<file path="config.mk">
export PLATFORM = sky130hd
export DESIGN_NAME = json_composite_skipper
export DESIGN_NICKNAME = d
export VERILOG_FILES = /design/src/hw/rtl/jcs_pkg.sv /design/src/hw/rtl/jcs_front.sv /design/src/hw/rtl/jcs_fifo.sv /design/src/hw/rtl/jcs_tracker.sv /design/src/hw/rtl/json_composite_skipper.sv
export VERILOG_INCLUDE_DIRS = /design/src /design/src/hw/rtl
export SDC_FILE = /design/constraint.sdc
export NUM_CORES = 1
export LEC_CHECK = 0
export BUFFER_PORTS_ARGS = -buffer_cell sky130_fd_sc_hd__buf_2
export CORE_MARGIN = 2
export CORE_UTILIZATION = 64
export CTS_CLUSTER_SIZE = 30
export DETAILED_ROUTE_END_ITERATION = 10
export GPL_TIMING_DRIVEN = 0
export PLACE_DENSITY = 0.86
export SLEW_MARGIN = 20
export SYNTH_ARGS = -nofsm -noshare
export SYNTH_HDL_FRONTEND = slang
export SYNTH_HIERARCHICAL = 1
export SYNTH_SLANG_ARGS = --single-unit
</file>
<file path="constraint.sdc">
create_clock -name aclk -period 7.3 [get_ports aclk]
set_input_delay 0.73 -clock aclk [delete_from_list [all_inputs] [get_ports aclk]]
set_output_delay 0.73 -clock aclk [all_outputs]
set_load 0.02 [all_outputs]
</file>
<file path="src/hw/rtl/json_composite_skipper_macros.svh">
// assertion macros for the json composite skipper
// used by the top level only, needs no other file
`ifndef JSON_COMPOSITE_SKIPPER_MACROS_SVH
`define JSON_COMPOSITE_SKIPPER_MACROS_SVH

// expression holds at every clock edge out of reset
`define JCS_ASSERT_HOLDS(lbl, clk, rstn, expr, msg) \
    lbl: assert property (@(posedge clk) disable iff (!(rstn)) (expr)) else $error(msg);

// antecedent in this cycle implies consequent in the same cycle
`define JCS_ASSERT_IMPLIES(lbl, clk, rstn, ante, cons, msg) \
    lbl: assert property (@(posedge clk) disable iff (!(rstn)) (ante) |-> (cons)) \
        else $error(msg);

`endif

</file>
<file path="src/hw/rtl/jcs_pkg.sv">
// shared types and constants of the json composite skipper
// no dependencies
package jcs_pkg;

    localparam int BYTE_W     = 8;
    localparam int DEPTH_W    = 8;
    localparam int STATUS_W   = 3;
    localparam int LENGTH_W   = 32;
    localparam int S_TDATA_W  = 8;
    localparam int M_TDATA_W  = 40;
    localparam int CLS_W      = 3;

    localparam int QUEUE_DEPTH_DEFAULT = 4;

    localparam logic [DEPTH_W-1:0] MAX_DEPTH_RESET = 8'd64;
    localparam logic [BYTE_W-1:0]  CTRL_LIMIT      = 8'h20;

    // result status codes
    localparam logic [STATUS_W-1:0] ST_OK         = 3'd0;
    localparam logic [STATUS_W-1:0] ST_TOO_DEEP   = 3'd1;
    localparam logic [STATUS_W-1:0] ST_UNMATCHED  = 3'd2;
    localparam logic [STATUS_W-1:0] ST_CONTROL    = 3'd3;
    localparam logic [STATUS_W-1:0] ST_END_STRING = 3'd4;
    localparam logic [STATUS_W-1:0] ST_END_OPEN   = 3'd5;

    // byte classes
    localparam logic [CLS_W-1:0] CLS_OTHER  = 3'd0;
    localparam logic [CLS_W-1:0] CLS_QUOTE  = 3'd1;
    localparam logic [CLS_W-1:0] CLS_BSLASH = 3'd2;
    localparam logic [CLS_W-1:0] CLS_OPEN   = 3'd3;
    localparam logic [CLS_W-1:0] CLS_CLOSE  = 3'd4;
    localparam logic [CLS_W-1:0] CLS_CTRL   = 3'd5;

    // classified byte as it travels through the queue
    typedef struct packed {
        logic [CLS_W-1:0] cls;
        logic             last;
    } jcs_item_t;

    // queue status seen by front and back
    typedef struct packed {
        logic full;
        logic empty;
    } jcs_q_status_t;

endpackage

</file>
<file path="src/hw/rtl/jcs_front.sv">
// front end: accepts input bytes and classifies them
// depends on jcs_pkg
module jcs_front import jcs_pkg::*; (
    input  logic                 s_tvalid,
    output logic                 s_tready,
    input  logic [S_TDATA_W-1:0] s_tdata,    // data_byte
    input  logic                 s_tlast,    // last_byte
    input  jcs_q_status_t        q_stat,
    output logic                 push,
    output jcs_item_t            item
);

    logic [BYTE_W-1:0] b;
    logic [CLS_W-1:0]  cls;

    assign b = s_tdata[BYTE_W-1:0];

    always_comb begin
        if (b == 8'h22) begin
            cls = CLS_QUOTE;
        end else if (b == 8'h5C) begin
            cls = CLS_BSLASH;
        end else if (b == 8'h5B || b == 8'h7B) begin
            cls = CLS_OPEN;
        end else if (b == 8'h5D || b == 8'h7D) begin
            cls = CLS_CLOSE;
        end else if (b < CTRL_LIMIT && b != 8'h09 && b != 8'h0A && b != 8'h0D) begin
            cls = CLS_CTRL;
        end else begin
            cls = CLS_OTHER;
        end
    end

    assign s_tready  = !q_stat.full;
    assign push      = s_tvalid && !q_stat.full;
    assign item.cls  = cls;
    assign item.last = s_tlast;

endmodule

</file>
<file path="src/hw/rtl/jcs_fifo.sv">
// short queue of classified bytes between front and back
// depends on jcs_pkg
module jcs_fifo import jcs_pkg::*; #(
    parameter int QDEPTH = QUEUE_DEPTH_DEFAULT
) (
    input  logic          aclk,
    input  logic          aresetn,
    input  logic          push,
    input  jcs_item_t     wr_item,
    input  logic          pop,
    output jcs_item_t     rd_item,
    output jcs_q_status_t q_stat
);

    localparam int PTR_W = (QDEPTH > 1) ? $clog2(QDEPTH) : 1;
    localparam int CNT_W = $clog2(QDEPTH + 1);
    localparam logic [PTR_W-1:0] PTR_LAST = PTR_W'(QDEPTH - 1);
    localparam logic [CNT_W-1:0] CNT_FULL = CNT_W'(QDEPTH);

    jcs_item_t        mem_reg [QDEPTH];
    logic [PTR_W-1:0] wr_ptr_reg, wr_ptr_next;
    logic [PTR_W-1:0] rd_ptr_reg, rd_ptr_next;
    logic [CNT_W-1:0] cnt_reg, cnt_next;

    always_comb begin
        wr_ptr_next = wr_ptr_reg;
        rd_ptr_next = rd_ptr_reg;
        cnt_next    = cnt_reg;
        if (push) begin
            wr_ptr_next = (wr_ptr_reg == PTR_LAST) ? '0 : wr_ptr_reg + 1'b1;
        end
        if (pop) begin
            rd_ptr_next = (rd_ptr_reg == PTR_LAST) ? '0 : rd_ptr_reg + 1'b1;
        end
        if (push && !pop) begin
            cnt_next = cnt_reg + 1'b1;
        end else if (pop && !push) begin
            cnt_next = cnt_reg - 1'b1;
        end
    end

    always_ff @(posedge aclk) begin
        if (!aresetn) begin
            wr_ptr_reg <= '0;
            rd_ptr_reg <= '0;
            cnt_reg    <= '0;
        end else begin
            wr_ptr_reg <= wr_ptr_next;
            rd_ptr_reg <= rd_ptr_next;
            cnt_reg    <= cnt_next;
        end
    end

    always_ff @(posedge aclk) begin
        if (push) begin
            mem_reg[wr_ptr_reg] <= wr_item;
        end
    end

    assign rd_item      = mem_reg[rd_ptr_reg];
    assign q_stat.full  = (cnt_reg == CNT_FULL);
    assign q_stat.empty = (cnt_reg == '0);

endmodule

</file>
<file path="src/hw/rtl/jcs_tracker.sv">
// back end: depth, string and escape tracking, byte count and result register
// depends on jcs_pkg
module jcs_tracker import jcs_pkg::*; (
    input  logic                 aclk,
    input  logic                 aresetn,
    input  jcs_item_t            rd_item,
    input  jcs_q_status_t        q_stat,
    output logic                 pop,
    input  logic [DEPTH_W-1:0]   max_depth,
    output logic                 m_tvalid,
    input  logic                 m_tready,
    output logic [M_TDATA_W-1:0] m_tdata     // status[2:0], length[34:3], zero pad
);

    logic [DEPTH_W-1:0]  depth_reg, depth_next;
    logic                in_str_reg, in_str_next;
    logic                esc_reg, esc_next;
    logic [LENGTH_W-1:0] count_reg, count_inc;
    logic                out_valid_reg, out_valid_next;
    logic [STATUS_W-1:0] out_status_reg;
    logic [LENGTH_W-1:0] out_len_reg;

    logic                done;
    logic [STATUS_W-1:0] status;
    logic [DEPTH_W:0]    depth_up;

    assign pop       = !q_stat.empty && (!out_valid_reg || m_tready);
    assign count_inc = (count_reg == {LENGTH_W{1'b1}}) ? count_reg : count_reg + 1'b1;
    assign depth_up  = {1'b0, depth_reg} + 1'b1;

    always_comb begin
        depth_next  = depth_reg;
        in_str_next = in_str_reg;
        esc_next    = esc_reg;
        done        = 1'b0;
        status      = ST_OK;
        if (in_str_reg) begin
            if (esc_reg) begin
                esc_next = 1'b0;
            end else if (rd_item.cls == CLS_BSLASH) begin
                esc_next = 1'b1;
            end else if (rd_item.cls == CLS_QUOTE) begin
                in_str_next = 1'b0;
            end
        end else begin
            case (rd_item.cls)
                CLS_QUOTE: begin
                    in_str_next = 1'b1;
                end
                CLS_OPEN: begin
                    if (depth_up > {1'b0, max_depth}) begin
                        done   = 1'b1;
                        status = ST_TOO_DEEP;
                    end else begin
                        depth_next = depth_up[DEPTH_W-1:0];
                    end
                end
                CLS_CLOSE: begin
                    if (depth_reg == '0) begin
                        done   = 1'b1;
                        status = ST_UNMATCHED;
                    end else begin
                        depth_next = depth_reg - 1'b1;
                        if (depth_reg == DEPTH_W'(1)) begin
                            done   = 1'b1;
                            status = ST_OK;
                        end
                    end
                end
                CLS_CTRL: begin
                    done   = 1'b1;
                    status = ST_CONTROL;
                end
                default: begin
                end
            endcase
        end
        if (!done && rd_item.last) begin
            done   = 1'b1;
            status = in_str_next ? ST_END_STRING : ST_END_OPEN;
        end
    end

    always_comb begin
        out_valid_next = out_valid_reg;
        if (m_tready) begin
            out_valid_next = 1'b0;
        end
        if (pop && done) begin
            out_valid_next = 1'b1;
        end
    end

    always_ff @(posedge aclk) begin
        if (!aresetn) begin
            depth_reg     <= '0;
            in_str_reg    <= 1'b0;
            esc_reg       <= 1'b0;
            count_reg     <= '0;
            out_valid_reg <= 1'b0;
        end else begin
            out_valid_reg <= out_valid_next;
            if (pop) begin
                if (done) begin
                    depth_reg  <= '0;
                    in_str_reg <= 1'b0;
                    esc_reg    <= 1'b0;
                    count_reg  <= '0;
                end else begin
                    depth_reg  <= depth_next;
                    in_str_reg <= in_str_next;
                    esc_reg    <= esc_next;
                    count_reg  <= count_inc;
                end
            end
        end
    end

    always_ff @(posedge aclk) begin
        if (pop && done) begin
            out_status_reg <= status;
            out_len_reg    <= count_inc;
        end
    end

    assign m_tvalid = out_valid_reg;
    assign m_tdata  = {{(M_TDATA_W - STATUS_W - LENGTH_W){1'b0}}, out_len_reg, out_status_reg};

endmodule

</file>
<file path="src/hw/rtl/json_composite_skipper.sv">
// top level of the json composite skipper: front, queue, tracker, config register
// depends on jcs_pkg, jcs_front, jcs_fifo, jcs_tracker and the assertion macro header

// Finds where a JSON array or object ends in a byte stream, one byte per
// request on the s_ side. The first byte of a run is normally '[' or '{'.
// A result on the m_ side carries a status (0 closed ok, 1 too deep,
// 2 unmatched close, 3 control byte outside a string, 4 input ended inside a
// string, 5 input ended with brackets open) and the run length, counted from
// the run's first byte through the byte that gave the result, saturating at
// 2^32-1. A new run starts with the byte after any result. Strings are
// tracked so that brackets and quotes inside them, and the byte after a
// backslash, do not count. Throughput is one byte per clock sustained while
// each result is taken on m_tready; a byte that gives a result is written
// into the queue when its request is taken, and its result goes into the
// result register, which drives m_tvalid, when the tracker pops that byte.
// The rate is set by the tracker, which updates depth, string and escape
// flags and the byte count for each byte that it pops. The queue of
// QUEUE_DEPTH classified bytes lets input keep flowing while a result waits
// on m_tready. max_depth is written through the cfg_ port (always ready) and
// resets to 64; a value of zero makes every opener give status 1.
`include "json_composite_skipper_macros.svh"

module json_composite_skipper import jcs_pkg::*; #(
    parameter int QUEUE_DEPTH = QUEUE_DEPTH_DEFAULT
) (
    input  logic                 aclk,
    input  logic                 aresetn,
    // configuration write channel
    input  logic                 cfg_valid,
    output logic                 cfg_ready,
    input  logic [DEPTH_W-1:0]   cfg_data,   // max_depth
    // byte input
    input  logic                 s_tvalid,
    output logic                 s_tready,
    input  logic [S_TDATA_W-1:0] s_tdata,    // data_byte[7:0]
    input  logic                 s_tlast,    // last_byte
    // result output
    output logic                 m_tvalid,
    input  logic                 m_tready,
    output logic [M_TDATA_W-1:0] m_tdata     // status[2:0], length[34:3], zero [39:35]
);

    logic [DEPTH_W-1:0] max_depth_reg;
    jcs_q_status_t      q_stat;
    jcs_item_t          wr_item;
    jcs_item_t          rd_item;
    logic               q_push;
    logic               q_pop;
    logic               m_fields_ok;

    // max_depth register, writes may land at any time the block is idle
    assign cfg_ready = 1'b1;

    always_ff @(posedge aclk) begin
        if (!aresetn) begin
            max_depth_reg <= MAX_DEPTH_RESET;
        end else if (cfg_valid) begin
            max_depth_reg <= cfg_data;
        end
    end

    // front: take the request, classify the byte, push into the queue
    jcs_front u_front (
        .s_tvalid (s_tvalid),
        .s_tready (s_tready),
        .s_tdata  (s_tdata),
        .s_tlast  (s_tlast),
        .q_stat   (q_stat),
        .push     (q_push),
        .item     (wr_item)
    );

    // queue between classification and tracking
    jcs_fifo #(
        .QDEPTH (QUEUE_DEPTH)
    ) u_fifo (
        .aclk    (aclk),
        .aresetn (aresetn),
        .push    (q_push),
        .wr_item (wr_item),
        .pop     (q_pop),
        .rd_item (rd_item),
        .q_stat  (q_stat)
    );

    // back: run state and the result register
    jcs_tracker u_tracker (
        .aclk      (aclk),
        .aresetn   (aresetn),
        .rd_item   (rd_item),
        .q_stat    (q_stat),
        .pop       (q_pop),
        .max_depth (max_depth_reg),
        .m_tvalid  (m_tvalid),
        .m_tready  (m_tready),
        .m_tdata   (m_tdata)
    );

    // status code in range and pad bits clear
    assign m_fields_ok = (m_tdata[2:0] <= ST_END_OPEN) && (m_tdata[39:35] == 5'd0);

    // result fields sane whenever a result is shown
    `JCS_ASSERT_IMPLIES(a_status_range, aclk, aresetn, m_tvalid, m_fields_ok, "bad result")

    // queue can never look full and empty at once
    `JCS_ASSERT_HOLDS(a_queue_sane, aclk, aresetn, !(q_stat.full && q_stat.empty), "queue state")

    // the tracker must not consume a byte while a result is held back
    `JCS_ASSERT_IMPLIES(a_stall_pop, aclk, aresetn, m_tvalid && !m_tready, !q_pop, "pop on stall")

endmodule
</file>
==> results_tabular.tex <==
\begin{tabular}{lr}
\hline
Metric & Value \\
\hline
\multicolumn{2}{l}{\textbf{Floorplan}} \\
\quad X dimension of the die & 101 µm \\
\quad Overall die height & 101 µm \\
\quad Area enclosed by the die boundary & 10,100 µm² \\
\quad Placeable core region & 9150 µm² \\
\quad Initial Util & 65.4\% \\
\quad Std-Cell Rows & 35 \\
\quad Ports & 65 \\
\multicolumn{2}{l}{\textbf{Finish}} \\
\quad Most frequent cells in the layout & buf\_2 (61), dfxtp\_1 (60), edfxtp\_1 (51) \\
\quad Layout fillers & 663 \\
\quad Layout cell share with drive strength beyond 1 & 19.3\% \\
\quad Most common cell after layout, fill and taps aside & buf\_2 \\
\quad Antenna cell count & 0 \\
\quad Post-synthesis to final-layout area growth & 10.8\% \\
\quad Post-layout net count & 711 \\
\quad Util after Layout & 72.5\% \\
\multicolumn{2}{l}{\textbf{Pwr}} \\
\quad Pleak & 2.59 nW \\
\quad Maximum vdd drop & 204 µV \\
\quad Total power & 2.21 mW \\
\quad P per Cell Area & 334 nW/µm² \\
\multicolumn{2}{l}{\textbf{Synth}} \\
\quad Number of enable-type register cells in the synthesized netlist & 51 \\
\quad Number of instances in the synthesized netlist & 598 \\
\quad Syn avg cell area & 10.0 µm² \\
\quad Synth Warn \# & 6 \\
\quad Dominant register cell in the synthesized netlist & dfxtp\_1 \\
\quad Sequential share of the synthesized area & 45.6\% \\
\quad Synthesized flop and latch total & 111 \\
\quad Post-synthesis cell area & 5990 µm² \\
\quad FFs w/ async S/R, synth & 0\% \\
\quad Netlist cell types & 76 \\
\multicolumn{2}{l}{\textbf{Job}} \\
\quad Count of max-cap constraint violations & 0 \\
\multicolumn{2}{l}{\textbf{Timing}} \\
\quad Post-route clock skew & 8.38 ps \\
\quad Setup Viol. Count Final & 0 \\
\quad Final sum of negative setup slack & 0 ps \\
\quad RSZ-0062 raised after global routing & false \\
\quad Post-layout minimum cycle time & 3800 ps \\
\quad Final Hold Fails & 0 \\
\quad Share of the clock period used by the worst path after layout & 52.0\% \\
\quad Remaining max-slew budget at the tightest pin & 52.0\% \\
\quad Slew of the pin with the lowest slew margin & 710 ps \\
\quad Final max-slew violation count & 0 \\
\quad Peak Freq & 0.263 GHz \\
\multicolumn{2}{l}{\textbf{Clock tree}} \\
\quad Number of post-CTS setup repair buffers & 0 \\
\quad Clock buffer count from CTS & 9 \\
\quad Cts-stage hold buffer count & 0 \\
\quad Clk slew on worst S/H paths & 100 ps \\
\quad Root Buffer Master & clkbuf\_8 \\
\quad TritonCTS clock tree & built \\
\quad H-tree levels & 3 \\
\quad Clk sinks & 111 \\
\quad Clock latency at the later pin of the worst-skew pair & 380 ps \\
\quad Number of gates given a new drive strength after cts & 0 \\
\quad Max Buffers Root-to-Sink & 2 \\
\multicolumn{2}{l}{\textbf{Setup path}} \\
\quad Data required, critical path & 7390 ps \\
\quad Endpoint kind of the worst setup timing path & flop \\
\quad Type of origin of the critical path & flop \\
\quad Kind of critical path & reg -> reg \\
\quad Arrival time at the worst endpoint & 3880 ps \\
\quad Max Fanout on Critical Path & 26 \\
\multicolumn{2}{l}{\textbf{Placement}} \\
\quad Sum of net half-perimeters after detailed placement & 9070 µm \\
\quad Count of input and output buffers & 56 \\
\quad Routability congestion estimate from global placement & 0.884 \\
\multicolumn{2}{l}{\textbf{Global route}} \\
\quad Number of global-route vias before repair & 4,362 \\
\quad Total overflow reported by the global router & 0 \\
\quad Antenna violations before repair & 0 \\
\quad Pin count of the biggest net entering global routing & 27 \\
\quad Wire length of the first global-routing pass & 20,200 µm \\
\quad GRT Resource Usage Total & 25.1\% \\
\multicolumn{2}{l}{\textbf{Status}} \\
\quad Status & finished clean \\
\multicolumn{2}{l}{\textbf{Drt}} \\
\quad Number of design rule violations left after detail routing & 0 \\
\quad Antenna viol nets, final & 0 \\
\quad Overall via count from detail\_route & 4,716 \\
\quad Avg Vias per Cell & 6.00 \\
\quad Total Wirelength & 12,300 µm \\
\quad Initial DRC Count & 248 \\
\quad Routed length per instance & 15.7 µm \\
\quad 1st-pass router iterations & 5 \\
\multicolumn{2}{l}{\textbf{Worst hold path}} \\
\quad Tightest Hold Check Type & reg -> reg \\
\hline
\end{tabular}
-- area by class of cell --
cell class / instances / area (µm²) / share of cell area (%)
multi-input combinational: 425 / 2900 / 43.7
buffer: 34 / 259 / 3.90
clock buffer: 9 / 124 / 1.87
sequential: 111 / 2730 / 41.2
inverter: 32 / 120 / 1.81
clock inverter: 7 / 53.8 / 0.811
tap: 111 / 139 / 2.09
timing repair buffer: 57 / 308 / 4.64
-- cell usage after synthesis (16+ instances only) --
library cell | n | area [µm²]
xor2_1 | 16 | 140
nand2_1 | 49 | 184
xnor2_1 | 21 | 184
o21ai_0 | 21 | 105
ha_1 | 18 | 225
edfxtp_1 | 51 | 1530
nor2b_1 | 16 | 100
inv_1 | 31 | 116
nor2_1 | 34 | 128
dfxtp_1 | 60 | 1200
nand3_1 | 30 | 150
a21oi_1 | 31 | 155
-- path summary, 6_finish.rpt --
check        slack (ps)  cells after the start                                   to                           startpoint
min reg2reg         490                      2        max_depth_reg[6]$_SDFFE_PN1P_        max_depth_reg[6]$_SDFFE_PN1P_
min                 490                      2        max_depth_reg[6]$_SDFFE_PN1P_        max_depth_reg[6]$_SDFFE_PN1P_
max reg2reg        3500                     13  u_tracker/out_len_reg[28]$_DFFE_PP_  u_tracker/depth_reg[0]$_SDFFE_PN0P_
max                3500                     13  u_tracker/out_len_reg[28]$_DFFE_PP_  u_tracker/depth_reg[0]$_SDFFE_PN0P_
-- kinds of logic (layout without fill, tap and decap cells) --
logic type                 Yosys count  after routing  synth area share (%)
AOI/OAI and AO/OA                  106            106                  11.5
xor gates and xnor gates            37             37                  5.41
adders and majority gates           19             19                  4.10
buffers and inverters               66            139                  6.33
DFF                                111            111                  45.6
muxes                               20             20                  4.35
other                                2              6                 0.125
and+or+nand+nor                    237            237                  22.5
-- worst max-delay path, stage by stage (launching register included) --
cell and delay, ps:
dfxtp_1 530, ha_1 320, nand2_1 90, nor3_1 170, xor2_1 280, ha_1 310, nand3_1 110, nor2_1 90
a311oi_2 280, a21boi_2 290, nor2_1 100, clkbuf_1 270, nor2_4 420, buf_16 240
-- metrics by stage --
stage | setup WS [ps] | instance area (µm²) | std cells | hold WS (ps)
floorplan | 3070 | 6000 | 602 | 440
global placement | 1800 | 6420 | 769 | 457
detailed placement | 3530 | 6460 | 770 | 467
CTS | 3520 | 6630 | 786 | 494
global route | 3310 | 6630 | 786 | 542
finish | 3500 | 6630 | 786 | 489
-- power breakdown --
part / switching, mW / internal (mW)
Sequential: 0.0641 / 0.829
Clock: 0.213 / 0.128
Combinational: 0.617 / 0.362
-- routing by layer --
metal  vias up  track usage (%)  routed length [µm]
met5         -                0                   0
met1      2223             30.7                5050
li1       2286                -                   -
met3        31             4.37                 679
met2       176             44.1                6280
met4         0             9.80                 308
(Power assumes the default switching activity.)
